==> config.mk <==
export PLATFORM = sky130hd
export DESIGN_NAME = tracker_module_stream_parser_unit
export DESIGN_NICKNAME = d
export VERILOG_FILES = /design/src/hw/rtl/tmsp_pkg.sv /design/src/hw/rtl/tmsp_decode.sv /design/src/hw/rtl/tmsp_result_queue.sv /design/src/hw/rtl/tracker_module_stream_parser_unit.sv
export SDC_FILE = /design/constraint.sdc
export NUM_CORES = 1
export LEC_CHECK = 0
export ABC_AREA = 1
export ABC_CLOCK_PERIOD_IN_PS = 13740
export BUFFER_PORTS_ARGS = -buffer_cell sky130_fd_sc_hd__buf_2
export CORE_UTILIZATION = 55
export CTS_CLUSTER_DIAMETER = 100
export CTS_CLUSTER_SIZE = 8
export DETAILED_ROUTE_END_ITERATION = 10
export PLACE_DENSITY = 0.8
export SYNTH_ARGS = -nofsm -noshare
export SYNTH_HDL_FRONTEND = slang
export SYNTH_SLANG_ARGS = --single-unit
==> constraint.sdc <==
create_clock -name clock -period 13.74 [get_ports clock]
set_clock_uncertainty 0.2 [all_clocks]
set_input_delay 2.748 -clock clock [delete_from_list [all_inputs] [get_ports clock]]
set_output_delay 2.748 -clock clock [all_outputs]
set_load 0.02 [all_outputs]
==> src/hw/rtl/tmsp_pkg.sv <==
`timescale 1ns / 1ps
// ----------------------------------------------------------------------------
// tmsp_pkg
// Types, field codes and constants shared by the tracker module stream parser.
// ----------------------------------------------------------------------------
package tmsp_pkg;

   localparam int MAX_RESULTS = 4;
   localparam int COUNT_W     = $clog2(MAX_RESULTS + 1);

   typedef enum logic [2:0] {
      PH_HEADER   = 3'd0,
      PH_SUBSONG  = 3'd1,
      PH_SEQUENCE = 3'd2,
      PH_TRACK    = 3'd3,
      PH_INSTR    = 3'd4,
      PH_PLAYLIST = 3'd5,
      PH_DONE     = 3'd6
   } phase_type;

   // Result status codes.
   localparam logic [1:0] ST_FIELD     = 2'd0;
   localparam logic [1:0] ST_COMPLETE  = 2'd1;
   localparam logic [1:0] ST_BAD_ID    = 2'd2;
   localparam logic [1:0] ST_TRUNCATED = 2'd3;

   // Field codes, in file layout order.
   localparam logic [5:0] FC_FORMAT        = 6'd0;
   localparam logic [5:0] FC_NAME_OFFSET   = 6'd1;
   localparam logic [5:0] FC_TRACK0        = 6'd2;
   localparam logic [5:0] FC_SONG_LEN      = 6'd3;
   localparam logic [5:0] FC_RESTART       = 6'd4;
   localparam logic [5:0] FC_TRACK_LEN     = 6'd5;
   localparam logic [5:0] FC_HIGH_TRACK    = 6'd6;
   localparam logic [5:0] FC_INSTR_COUNT   = 6'd7;
   localparam logic [5:0] FC_SUBSONG_COUNT = 6'd8;
   localparam logic [5:0] FC_SUBSONG_START = 6'd9;
   localparam logic [5:0] FC_SEQ_TRACK     = 6'd10;
   localparam logic [5:0] FC_SEQ_TRANSPOSE = 6'd11;
   localparam logic [5:0] FC_NOTE          = 6'd12;
   localparam logic [5:0] FC_INSTRUMENT    = 6'd13;
   localparam logic [5:0] FC_COMMAND       = 6'd14;
   localparam logic [5:0] FC_CMD_PARAM     = 6'd15;
   localparam logic [5:0] FC_MASTER_VOL    = 6'd16;
   localparam logic [5:0] FC_FILTER_SPEED  = 6'd17;
   localparam logic [5:0] FC_WAVE_LEN      = 6'd18;
   localparam logic [5:0] FC_ATTACK_LEN    = 6'd19;
   localparam logic [5:0] FC_FILTER_LOW    = 6'd26;
   localparam logic [5:0] FC_VIB_DELAY     = 6'd27;
   localparam logic [5:0] FC_HARD_CUT      = 6'd28;
   localparam logic [5:0] FC_RELEASE_CUT   = 6'd29;
   localparam logic [5:0] FC_VIB_DEPTH     = 6'd30;
   localparam logic [5:0] FC_VIB_SPEED     = 6'd31;
   localparam logic [5:0] FC_FILTER_HIGH   = 6'd35;
   localparam logic [5:0] FC_PLIST_SPEED   = 6'd36;
   localparam logic [5:0] FC_PLIST_LEN     = 6'd37;
   localparam logic [5:0] FC_FX2_CMD       = 6'd38;
   localparam logic [5:0] FC_FX1_CMD       = 6'd39;
   localparam logic [5:0] FC_WAVEFORM      = 6'd40;
   localparam logic [5:0] FC_FIXED_NOTE    = 6'd41;
   localparam logic [5:0] FC_NOTE_DATA     = 6'd42;
   localparam logic [5:0] FC_FX1_DATA      = 6'd43;
   localparam logic [5:0] FC_FX2_DATA      = 6'd44;

   // Identifier and format version bytes.
   localparam logic [7:0] ID_T        = 8'h54;
   localparam logic [7:0] ID_H        = 8'h48;
   localparam logic [7:0] ID_X        = 8'h58;
   localparam logic [7:0] FMT_VERSION = 8'h01;

   typedef struct packed {
      logic [1:0]  status;
      logic [5:0]  code;
      logic [11:0] rec;
      logic [7:0]  sub;
      logic [15:0] value;
   } result_type;

   typedef struct packed {
      result_type [MAX_RESULTS-1:0] slot;
      logic [COUNT_W-1:0]           count;
   } bundle_type;

   typedef struct packed {
      phase_type   phase;
      logic [4:0]  byte_idx;
      logic [13:0] rec;
      logic [7:0]  entry;
      logic [11:0] positions;
      logic [7:0]  steps;
      logic [7:0]  highest;
      logic [7:0]  instr_total;
      logic [7:0]  subsong_total;
      logic        skip_zero;
      logic [7:0]  held;
      logic [7:0]  left;
      logic        id_ok;
   } parse_state_type;

   localparam parse_state_type STATE_RESET = '{
      phase:         PH_HEADER,
      byte_idx:      5'd0,
      rec:           14'd0,
      entry:         8'd0,
      positions:     12'd0,
      steps:         8'd0,
      highest:       8'd0,
      instr_total:   8'd0,
      subsong_total: 8'd0,
      skip_zero:     1'b0,
      held:          8'd0,
      left:          8'd0,
      id_ok:         1'b0
   };

endpackage

==> src/hw/rtl/tmsp_decode.sv <==
`timescale 1ns / 1ps
// ----------------------------------------------------------------------------
// tmsp_decode
// Combinational byte decoder: from the parser state and one file byte it
// forms the next state and the set of results that the byte produces.
// ----------------------------------------------------------------------------
module tmsp_decode
   import tmsp_pkg::*;
(
   input  parse_state_type cur,
   input  logic [7:0]      data_byte,
   input  logic            last_byte,
   output parse_state_type nxt,
   output bundle_type      bundle
);

   logic [5:0]         fcode [3];
   logic [15:0]        fval  [3];
   logic [1:0]         nf;
   logic               bad_id;
   logic               do_settle;
   logic               match;
   logic               done_now;
   logic [8:0]         entry_inc;
   logic [11:0]        f_rec;
   logic [7:0]         f_sub;
   logic [COUNT_W-1:0] n;
   parse_state_type    step;

   // Record and sub-index of every field come from the state before the byte.
   always_comb begin
      f_rec = (cur.phase == PH_HEADER) ? 12'd0 : cur.rec[11:0];
      if (cur.phase == PH_SEQUENCE) begin
         f_sub = {5'd0, cur.byte_idx[3:1]};
      end else if (cur.phase == PH_TRACK || cur.phase == PH_PLAYLIST) begin
         f_sub = cur.entry;
      end else begin
         f_sub = 8'd0;
      end
   end

   always_comb begin
      step      = cur;
      nf        = 2'd0;
      bad_id    = 1'b0;
      do_settle = 1'b0;
      match     = 1'b0;
      entry_inc = {1'b0, cur.entry} + 9'd1;
      for (int i = 0; i < 3; i++) begin
         fcode[i] = FC_FORMAT;
         fval[i]  = 16'd0;
      end

      case (cur.phase)
         PH_HEADER: begin
            step.byte_idx = cur.byte_idx + 5'd1;
            case (cur.byte_idx)
               5'd0: step.id_ok = (data_byte == ID_T);
               5'd1: step.id_ok = cur.id_ok && (data_byte == ID_H);
               5'd2: begin
                  match       = cur.id_ok && (data_byte == ID_X);
                  step.id_ok  = match;
                  bad_id      = !match;
               end
               5'd3: begin
                  fcode[0] = FC_FORMAT;
                  fval[0]  = {15'd0, cur.id_ok && (data_byte == FMT_VERSION)};
                  nf       = 2'd1;
               end
               5'd4: step.held = data_byte;
               5'd5: begin
                  fcode[0] = FC_NAME_OFFSET;
                  fval[0]  = {cur.held, data_byte};
                  nf       = 2'd1;
               end
               5'd6: begin
                  step.held      = data_byte;
                  step.skip_zero = data_byte[7];
                  fcode[0]       = FC_TRACK0;
                  fval[0]        = {15'd0, data_byte[7]};
                  nf             = 2'd1;
               end
               5'd7: begin
                  step.positions = {cur.held[3:0], data_byte};
                  fcode[0]       = FC_SONG_LEN;
                  fval[0]        = {4'd0, cur.held[3:0], data_byte};
                  nf             = 2'd1;
               end
               5'd8: step.held = data_byte;
               5'd9: begin
                  fcode[0] = FC_RESTART;
                  fval[0]  = {cur.held, data_byte};
                  nf       = 2'd1;
               end
               5'd10: begin
                  step.steps = data_byte;
                  fcode[0]   = FC_TRACK_LEN;
                  fval[0]    = {8'd0, data_byte};
                  nf         = 2'd1;
               end
               5'd11: begin
                  step.highest = data_byte;
                  fcode[0]     = FC_HIGH_TRACK;
                  fval[0]      = {8'd0, data_byte};
                  nf           = 2'd1;
               end
               5'd12: begin
                  step.instr_total = data_byte;
                  fcode[0]         = FC_INSTR_COUNT;
                  fval[0]          = {8'd0, data_byte};
                  nf               = 2'd1;
               end
               default: begin
                  step.subsong_total = data_byte;
                  fcode[0]           = FC_SUBSONG_COUNT;
                  fval[0]            = {8'd0, data_byte};
                  nf                 = 2'd1;
                  step.phase         = PH_SUBSONG;
                  step.rec           = 14'd0;
                  step.byte_idx      = 5'd0;
                  do_settle          = 1'b1;
               end
            endcase
         end

         PH_SUBSONG: begin
            if (cur.byte_idx == 5'd0) begin
               step.held     = data_byte;
               step.byte_idx = 5'd1;
            end else begin
               fcode[0]      = FC_SUBSONG_START;
               fval[0]       = {cur.held, data_byte};
               nf            = 2'd1;
               step.rec      = cur.rec + 14'd1;
               step.byte_idx = 5'd0;
               do_settle     = 1'b1;
            end
         end

         PH_SEQUENCE: begin
            fcode[0] = cur.byte_idx[0] ? FC_SEQ_TRANSPOSE : FC_SEQ_TRACK;
            fval[0]  = {8'd0, data_byte};
            nf       = 2'd1;
            if (cur.byte_idx >= 5'd7) begin
               step.byte_idx = 5'd0;
               step.rec      = cur.rec + 14'd1;
               do_settle     = 1'b1;
            end else begin
               step.byte_idx = cur.byte_idx + 5'd1;
            end
         end

         PH_TRACK: begin
            if (cur.byte_idx == 5'd0) begin
               step.held     = data_byte;
               fcode[0]      = FC_NOTE;
               fval[0]       = {10'd0, data_byte[7:2]};
               nf            = 2'd1;
               step.byte_idx = 5'd1;
            end else if (cur.byte_idx == 5'd1) begin
               fcode[0]      = FC_INSTRUMENT;
               fval[0]       = {10'd0, cur.held[1:0], data_byte[7:4]};
               fcode[1]      = FC_COMMAND;
               fval[1]       = {12'd0, data_byte[3:0]};
               nf            = 2'd2;
               step.byte_idx = 5'd2;
            end else begin
               fcode[0]      = FC_CMD_PARAM;
               fval[0]       = {8'd0, data_byte};
               nf            = 2'd1;
               step.byte_idx = 5'd0;
               if (entry_inc >= {1'b0, cur.steps}) begin
                  step.entry = 8'd0;
                  step.rec   = cur.rec + 14'd1;
               end else begin
                  step.entry = entry_inc[7:0];
               end
               do_settle = 1'b1;
            end
         end

         PH_INSTR: begin
            step.byte_idx = cur.byte_idx + 5'd1;
            if (cur.byte_idx == 5'd0) begin
               fcode[0] = FC_MASTER_VOL;
               fval[0]  = {8'd0, data_byte};
               nf       = 2'd1;
            end else if (cur.byte_idx == 5'd1) begin
               fcode[0] = FC_FILTER_SPEED;
               fval[0]  = {8'd0, data_byte[7:3], 3'd0};
               fcode[1] = FC_WAVE_LEN;
               fval[1]  = {13'd0, data_byte[2:0]};
               nf       = 2'd2;
            end else if (cur.byte_idx <= 5'd8) begin
               // Envelope bytes map one to one onto consecutive codes.
               fcode[0] = FC_ATTACK_LEN + {1'b0, cur.byte_idx} - 6'd2;
               fval[0]  = {8'd0, data_byte};
               nf       = 2'd1;
            end else if (cur.byte_idx == 5'd12) begin
               fcode[0] = FC_FILTER_LOW;
               fval[0]  = {9'd0, data_byte[6:0]};
               nf       = 2'd1;
            end else if (cur.byte_idx == 5'd13) begin
               fcode[0] = FC_VIB_DELAY;
               fval[0]  = {8'd0, data_byte};
               nf       = 2'd1;
            end else if (cur.byte_idx == 5'd14) begin
               fcode[0] = FC_HARD_CUT;
               fval[0]  = {13'd0, data_byte[6:4]};
               fcode[1] = FC_RELEASE_CUT;
               fval[1]  = {15'd0, data_byte[7]};
               fcode[2] = FC_VIB_DEPTH;
               fval[2]  = {12'd0, data_byte[3:0]};
               nf       = 2'd3;
            end else if (cur.byte_idx >= 5'd15 && cur.byte_idx <= 5'd18) begin
               fcode[0] = FC_VIB_SPEED + {1'b0, cur.byte_idx} - 6'd15;
               fval[0]  = {8'd0, data_byte};
               nf       = 2'd1;
            end else if (cur.byte_idx == 5'd19) begin
               fcode[0] = FC_FILTER_HIGH;
               fval[0]  = {10'd0, data_byte[5:0]};
               nf       = 2'd1;
            end else if (cur.byte_idx == 5'd20) begin
               fcode[0] = FC_PLIST_SPEED;
               fval[0]  = {8'd0, data_byte};
               nf       = 2'd1;
            end else if (cur.byte_idx >= 5'd21) begin
               fcode[0]      = FC_PLIST_LEN;
               fval[0]       = {8'd0, data_byte};
               nf            = 2'd1;
               step.left     = data_byte;
               step.entry    = 8'd0;
               step.byte_idx = 5'd0;
               step.phase    = PH_PLAYLIST;
               do_settle     = 1'b1;
            end
         end

         PH_PLAYLIST: begin
            if (cur.byte_idx == 5'd0) begin
               step.held     = data_byte;
               fcode[0]      = FC_FX2_CMD;
               fval[0]       = {13'd0, data_byte[7:5]};
               fcode[1]      = FC_FX1_CMD;
               fval[1]       = {13'd0, data_byte[4], data_byte[3:2]};
               nf            = 2'd2;
               step.byte_idx = 5'd1;
            end else if (cur.byte_idx == 5'd1) begin
               fcode[0]      = FC_WAVEFORM;
               fval[0]       = {13'd0, cur.held[1:0], data_byte[7]};
               fcode[1]      = FC_FIXED_NOTE;
               fval[1]       = {15'd0, data_byte[6]};
               fcode[2]      = FC_NOTE_DATA;
               fval[2]       = {10'd0, data_byte[5:0]};
               nf            = 2'd3;
               step.byte_idx = 5'd2;
            end else if (cur.byte_idx == 5'd2) begin
               fcode[0]      = FC_FX1_DATA;
               fval[0]       = {8'd0, data_byte};
               nf            = 2'd1;
               step.byte_idx = 5'd3;
            end else begin
               fcode[0]      = FC_FX2_DATA;
               fval[0]       = {8'd0, data_byte};
               nf            = 2'd1;
               step.byte_idx = 5'd0;
               step.entry    = cur.entry + 8'd1;
               if (cur.left != 8'd0) begin
                  step.left = cur.left - 8'd1;
               end
               do_settle = 1'b1;
            end
         end

         default: begin
         end
      endcase

      // Skip over empty sections; each test sees the outcome of the one before.
      nxt = step;
      if (do_settle) begin
         if (nxt.phase == PH_SUBSONG && nxt.rec >= {6'd0, nxt.subsong_total}) begin
            nxt.phase    = PH_SEQUENCE;
            nxt.rec      = 14'd0;
            nxt.byte_idx = 5'd0;
         end
         if (nxt.phase == PH_SEQUENCE && nxt.rec >= {2'd0, nxt.positions}) begin
            nxt.phase    = PH_TRACK;
            nxt.rec      = {13'd0, nxt.skip_zero};
            nxt.entry    = 8'd0;
            nxt.byte_idx = 5'd0;
         end
         if (nxt.phase == PH_TRACK &&
             (nxt.steps == 8'd0 || nxt.rec > {6'd0, nxt.highest})) begin
            nxt.phase    = PH_INSTR;
            nxt.rec      = 14'd1;
            nxt.byte_idx = 5'd0;
         end
         if (nxt.phase == PH_PLAYLIST && nxt.left == 8'd0) begin
            nxt.phase    = PH_INSTR;
            nxt.rec      = nxt.rec + 14'd1;
            nxt.byte_idx = 5'd0;
         end
         if (nxt.phase == PH_INSTR && nxt.rec > {6'd0, nxt.instr_total}) begin
            nxt.phase = PH_DONE;
         end
      end

      done_now = (cur.phase != PH_DONE) && (nxt.phase == PH_DONE);

      // Assemble the results in order: fields (or a bad-ID status), then completion, then truncation.
      for (int i = 0; i < MAX_RESULTS; i++) begin
         bundle.slot[i] = '0;
      end
      n = '0;
      if (bad_id) begin
         bundle.slot[0].status = ST_BAD_ID;
         n = COUNT_W'(1);
      end else begin
         for (int i = 0; i < 3; i++) begin
            if (2'(i) < nf) begin
               bundle.slot[i].status = ST_FIELD;
               bundle.slot[i].code   = fcode[i];
               bundle.slot[i].rec    = f_rec;
               bundle.slot[i].sub    = f_sub;
               bundle.slot[i].value  = fval[i];
            end
         end
         n = COUNT_W'(nf);
      end
      if (done_now && n < COUNT_W'(MAX_RESULTS)) begin
         bundle.slot[n[1:0]].status = ST_COMPLETE;
         n = n + COUNT_W'(1);
      end
      if (last_byte && nxt.phase != PH_DONE && n < COUNT_W'(MAX_RESULTS)) begin
         bundle.slot[n[1:0]].status = ST_TRUNCATED;
         n = n + COUNT_W'(1);
      end
      bundle.count = n;

      // The end of a file always brings the parser back to its start.
      if (last_byte) begin
         nxt = STATE_RESET;
      end
   end

endmodule

==> src/hw/rtl/tmsp_result_queue.sv <==
`timescale 1ns / 1ps
// ----------------------------------------------------------------------------
// tmsp_result_queue
// Result register: holds the results of one byte and hands them out one per
// cycle on the response channel while it is ready, oldest first.
// ----------------------------------------------------------------------------
module tmsp_result_queue
   import tmsp_pkg::*;
(
   input  logic       clock,
   input  logic       reset,
   input  logic       load,
   input  bundle_type bundle,
   output logic       free,
   output logic       rsp_valid,
   output logic       rsp_last,
   output result_type rsp_item,
   input  logic       rsp_ready
);

   result_type [MAX_RESULTS-1:0] slot_ff;
   result_type [MAX_RESULTS-1:0] slot_in;
   logic [COUNT_W-1:0]           count_ff;
   logic [COUNT_W-1:0]           count_in;
   logic                         take;

   assign rsp_valid = (count_ff != '0);
   assign rsp_last  = (count_ff == COUNT_W'(1));
   assign rsp_item  = slot_ff[0];
   assign take      = rsp_valid && rsp_ready;
   // A new set may come in as the last pending result leaves.
   assign free      = (count_ff == '0) || (rsp_last && rsp_ready);

   always_comb begin
      slot_in  = slot_ff;
      count_in = count_ff;
      if (take) begin
         for (int i = 0; i < MAX_RESULTS - 1; i++) begin
            slot_in[i] = slot_ff[i + 1];
         end
         count_in = count_ff - COUNT_W'(1);
      end
      if (load) begin
         slot_in  = bundle.slot;
         count_in = bundle.count;
      end
   end

   always_ff @(posedge clock) begin
      slot_ff <= slot_in;
      if (reset) begin
         count_ff <= '0;
      end else begin
         count_ff <= count_in;
      end
   end

   a_count_range: assert property (@(posedge clock) disable iff (reset)
      count_ff <= COUNT_W'(MAX_RESULTS))
      else $error("result count beyond capacity");

   a_load_when_free: assert property (@(posedge clock) disable iff (reset)
      load |-> free)
      else $error("results loaded over pending results");

   a_stall_holds: assert property (@(posedge clock) disable iff (reset)
      (rsp_valid && !rsp_ready) |=> (count_ff == $past(count_ff)))
      else $error("pending results changed during a stall");

   a_last_follows: assert property (@(posedge clock) disable iff (reset)
      (load && bundle.count != '0) |=> rsp_valid)
      else $error("loaded results not presented");

endmodule

==> src/hw/rtl/tracker_module_stream_parser_unit.sv <==
`timescale 1ns / 1ps
// ----------------------------------------------------------------------------
// tracker_module_stream_parser_unit
// Streaming parser for tracker module files: one file byte per request in,
// one decoded field or status per request out.
// ----------------------------------------------------------------------------
// Flow: an accepted byte is registered, decoded combinationally, and its results
// (0..4 of them) are loaded into the single result register once it is free;
// that register hands out one result a cycle while rsp_tready is high.
// Bytes yielding at most one result stream at one per cycle while rsp_tready holds.
// Reset: synchronous; clears the parser to the header and empties all stages.
// ----------------------------------------------------------------------------
module tracker_module_stream_parser_unit
   import tmsp_pkg::*;
(
   input  logic        clock,
   input  logic        reset,
   input  logic        req_tvalid,
   output logic        req_tready,
   input  logic [7:0]  req_tdata,   // [7:0] data_byte
   input  logic        req_tlast,
   output logic        rsp_tvalid,
   input  logic        rsp_tready,
   output logic [47:0] rsp_tdata,   // [5:0] field_code, [17:6] record_number,
                                    // [25:18] sub_number, [41:26] field_value
   output logic [1:0]  rsp_tuser,   // [1:0] status
   output logic        rsp_tlast
);

   logic            in_valid_ff;
   logic            in_valid_in;
   logic [7:0]      in_data_ff;
   logic            in_last_ff;
   parse_state_type state_ff;
   parse_state_type state_in;
   parse_state_type state_next;
   bundle_type      bundle;
   logic            free;
   logic            load;
   logic            req_accept;
   result_type      rsp_item;

   assign load       = in_valid_ff && free;
   assign req_tready = !in_valid_ff || load;
   assign req_accept = req_tvalid && req_tready;

   always_comb begin
      in_valid_in = in_valid_ff;
      if (req_accept) begin
         in_valid_in = 1'b1;
      end else if (load) begin
         in_valid_in = 1'b0;
      end
      state_in = load ? state_next : state_ff;
   end

   always_ff @(posedge clock) begin
      if (req_accept) begin
         in_data_ff <= req_tdata;
         in_last_ff <= req_tlast;
      end
      if (reset) begin
         in_valid_ff <= 1'b0;
         state_ff    <= STATE_RESET;
      end else begin
         in_valid_ff <= in_valid_in;
         state_ff    <= state_in;
      end
   end

   tmsp_decode u_decode (
      .cur       (state_ff),
      .data_byte (in_data_ff),
      .last_byte (in_last_ff),
      .nxt       (state_next),
      .bundle    (bundle)
   );

   tmsp_result_queue u_queue (
      .clock     (clock),
      .reset     (reset),
      .load      (load),
      .bundle    (bundle),
      .free      (free),
      .rsp_valid (rsp_tvalid),
      .rsp_last  (rsp_tlast),
      .rsp_item  (rsp_item),
      .rsp_ready (rsp_tready)
   );

   assign rsp_tdata = {6'd0, rsp_item.value, rsp_item.sub, rsp_item.rec, rsp_item.code};
   assign rsp_tuser = rsp_item.status;

endmodule
==> flow_summary.json <==
{
  "critPathRequiredTime_ps": 14020,
  "die_h_um": 164,
  "async_reset_ff_share_pct": 0,
  "clock_latency_ps": 580,
  "cpMostUsedCell": "nand2_1",
  "p_int_mw": 1.53,
  "clock_sinks": 216,
  "grt.total_usage_pct": 33.4,
  "setup_viol": 0,
  "wl_per_cell_um": 19.6,
  "initial_core_util_pct": 55.9,
  "r2r_cells": 96,
  "r2r-end": "u_queue.count_ff[1]$_SDFFE_PP0P_",
  "clk_path_buf_depth": 3,
  "critPathMaxStageDelay_ps": 460,
  "via_per_inst": 6.00,
  "syn_avg_cell_area_um2": 7.33,
  "cp_slowest_cell": "dfxtp_1",
  "postCtsSetupBuffers": 0,
  "multi_input_area_um2": 7410,
  "r2r_setup_slack_ps": 1270,
  "drc": 0,
  "crit_start": "state_ff[62]$_SDFFE_PP0P_",
  "cap_violations": 0,
  "place_hpwl_mm": 33.4,
  "leakagePower_nw": 6.54,
  "synthCells": 1982,
  "rsz0062_at_grt": "no",
  "cts-htree-levels": 1,
  "grt_overflow_total": 0,
  "drt.antenna.violating_nets": 0,
  "diodes": 0,
  "grt_max_degree": 95,
  "die_w_um": 164,
  "drv_slew": 0,
  "ys_seq_elements": 216,
  "die_area_um2": 27100,
  "crit_type": "reg2reg",
  "synth_edf_count": 120,
  "pwr-share-clk_pct": 28.3,
  "relSlewSlack_pct": 21.1,
  "crit_fanout": 23,
  "power.density_nw_per_um2": 153,
  "rr_startpoint": "state_ff[62]$_SDFFE_PP0P_",
  "drt_iter0_markers": 1787,
  "routed-via-count": 13891,
  "grt_pass1_wl_mm": 69.7,
  "synth.area.top_cells": "edfxtp_1, dfxtp_1, nand2_1",
  "seqPwrFrac_pct": 42.6,
  "cts_tree": "done",
  "synth.most_common_cell": "nand2_1",
  "numPortBuffers": 59,
  "yosysSeqAreaShare_pct": 38.1,
  "combPwrFrac_pct": 29.0,
  "endpoint_kind": "flip-flop",
  "tns_ps": 0,
  "ir_drop_mv": 0.244,
  "row_count": 59,
  "grt_antenna_before_repair": 0,
  "min_period_ps": 12470,
  "power.total_mw": 2.38,
  "final_nets": 2040,
  "area.sequential_um2": 5530,
  "p_sw_uw": 851,
  "drt_wl_total_mm": 45.3,
  "cts_hold_buf": 0,
  "fillCellCount": 2396,
  "core_area_um2": 26000,
  "final-hold-violation-count": 0,
  "cts-buffers-inserted": 30,
  "place.gp.congestion": 1.02,
  "synth_commonest_cells": "nand2_1, inv_1, nor2_1",
  "max_freq_ghz": 0.0802,
  "worstPathArrival_ps": 12750,
  "min_period_over_period_pct": 90.8,
  "synth_ff_type": "edfxtp_1",
  "final_util_pct": 59.7,
  "area_growth_pct": 6.89,
  "grt_pass1_vias": 12766,
  "status": "finished clean",
  "layout-drive-gt1-share_pct": 10.0,
  "hp-start": "state_ff[26]$_SDFFE_PP0P_",
  "clkSlewWorstSetupHoldPaths_ps": 50,
  "endpoint": "u_queue.count_ff[1]$_SDFFE_PP0P_",
  "yosysWarningCount": 0,
  "swShare_pct": 35.8,
  "min_path_type": "reg2reg",
  "synth.top_cell.area_share_pct": 24.8,
  "netlist_area_um2": 14500,
  "ctsRootBufferMaster": "clkbuf_16",
  "synth_cell_type_count": 64,
  "critPathLaunchType": "flip-flop",
  "tightest_slew_ps": 1180,
  "yosys.area.top_type": "edfxtp_1",
  "firstDrtPassIters": 8,
  "io_pins": 66
}
==> state kept, by name, indices dropped and copies added, names as in the netlist <==
register          cells
state_ff             92
in_data_ff            8
u_queue.slot_ff      67
in_valid_ff           1
u_queue.count_ff      3
u_queue.rsp_item     44
in_last_ff            1
==> critical path: cells and delay by family, from the launching register on <==
kind / cells / cell delay, ps
and+or+nand+nor: 56 / 5510
xor gates and xnor gates: 2 / 360
AOI/OAI and AO/OA: 17 / 2460
adders and majority gates: 7 / 1970
DFF: 1 / 460
buffers and inverters: 14 / 1370
==> worst min-delay path by stage <==
stage                                     end  cells past startpoint
global placement    state_ff[22]$_SDFFE_PP0P_                      2
global route        state_ff[46]$_SDFFE_PP0P_                      2
CTS                 state_ff[22]$_SDFFE_PP0P_                      2
finish              state_ff[26]$_SDFFE_PP0P_                      2
floorplan           state_ff[13]$_SDFFE_PP0P_                      2
detailed placement  state_ff[22]$_SDFFE_PP0P_                      2
==> stage by stage <==
step	hold WS, ps	cell area (µm²)	setup WS (ps)	cells
floorplan	238	14500	3150	1987
global placement	250	14700	1700	2266
detailed placement	258	14700	1200	2266
CTS	266	15500	1120	2314
global route	284	15500	7.32	2314
finish	263	15500	1270	2314
==> layout make-up <==
| cell class | instances | area share [%] |
|---|---|---|
| Clock buffer | 47 | 5.25 |
| Clock inverter | 1 | 0.194 |
| Inverter | 243 | 5.94 |
| Multi-Input combinational cell | 1400 | 47.8 |
| Sequential cell | 216 | 35.6 |
| Tap cell | 335 | 2.70 |
| Timing Repair Buffer | 72 | 2.53 |
==> what timing repair did <==
item | CTS | global route
hold endpoints to repair | 0 | 0
setup endpoints to repair | 0 | 9
gates resized for setup | 0 | 4
==> logic make-up (layout without fill, tap and decap cells) <==
logic type	count (synthesis)	count (layout)	synth area share [%]
adder cells (fa/ha/maj)	64	64	5.52
AND/OR/NAND/NOR	900	900	27.0
AO/OA/AOI/OAI	413	413	17.2
XOR/XNOR	16	16	0.965
other	1	6	0.0258
buffers and inverters	371	363	11.2
multiplexers	1	1	0.0776
flip-flops	216	216	38.1
==> power groups by stage <==
stage | sequential (mW) | clock (mW) | combinational [mW]
global route | 1.03 | 0.708 | 0.758
global placement | 1.02 | 0 | 0.668
detailed placement | 1.02 | 0 | 0.682
CTS | 1.01 | 0.679 | 0.685
finish | 1.01 | 0.674 | 0.691
floorplan | 1.02 | 0 | 0.575
==> per-layer routing <==
metal / GRT usage, % / vias up / wire (µm)
met4: 11.5 / 0 / 1570
met1: 45.3 / 6421 / 19300
met3: 5.65 / 138 / 4200
met2: 53.5 / 764 / 20200
li1: - / 6568 / -
met5: 0.947 / - / 0
==> cells in the final DEF, fill, tap and decap left out, types with 6 or more instances in the layout <==
master	n
nand4_1	21
or2_2	12
clkinv_1	7
conb_1	6
a2bb2oi_1	26
buf_4	13
o2111ai_1	8
o21ai_0	120
edfxtp_1	120
buf_2	59
clkbuf_1	17
nand2_2	16
ha_1	64
a21oi_1	156
o22ai_1	8
xor2_1	12
nor4_1	8
dfxtp_1	96
clkbuf_16	30
inv_2	21
a221oi_1	9
a22o_1	6
nand2_1	444
a211oi_1	13
nor2_1	205
o221ai_1	7
nor3_1	39
inv_1	210
o211ai_1	18
nor2_4	8
nand3_1	114
nor2_2	14
Note: power is estimated with default switching activity, not from simulation.
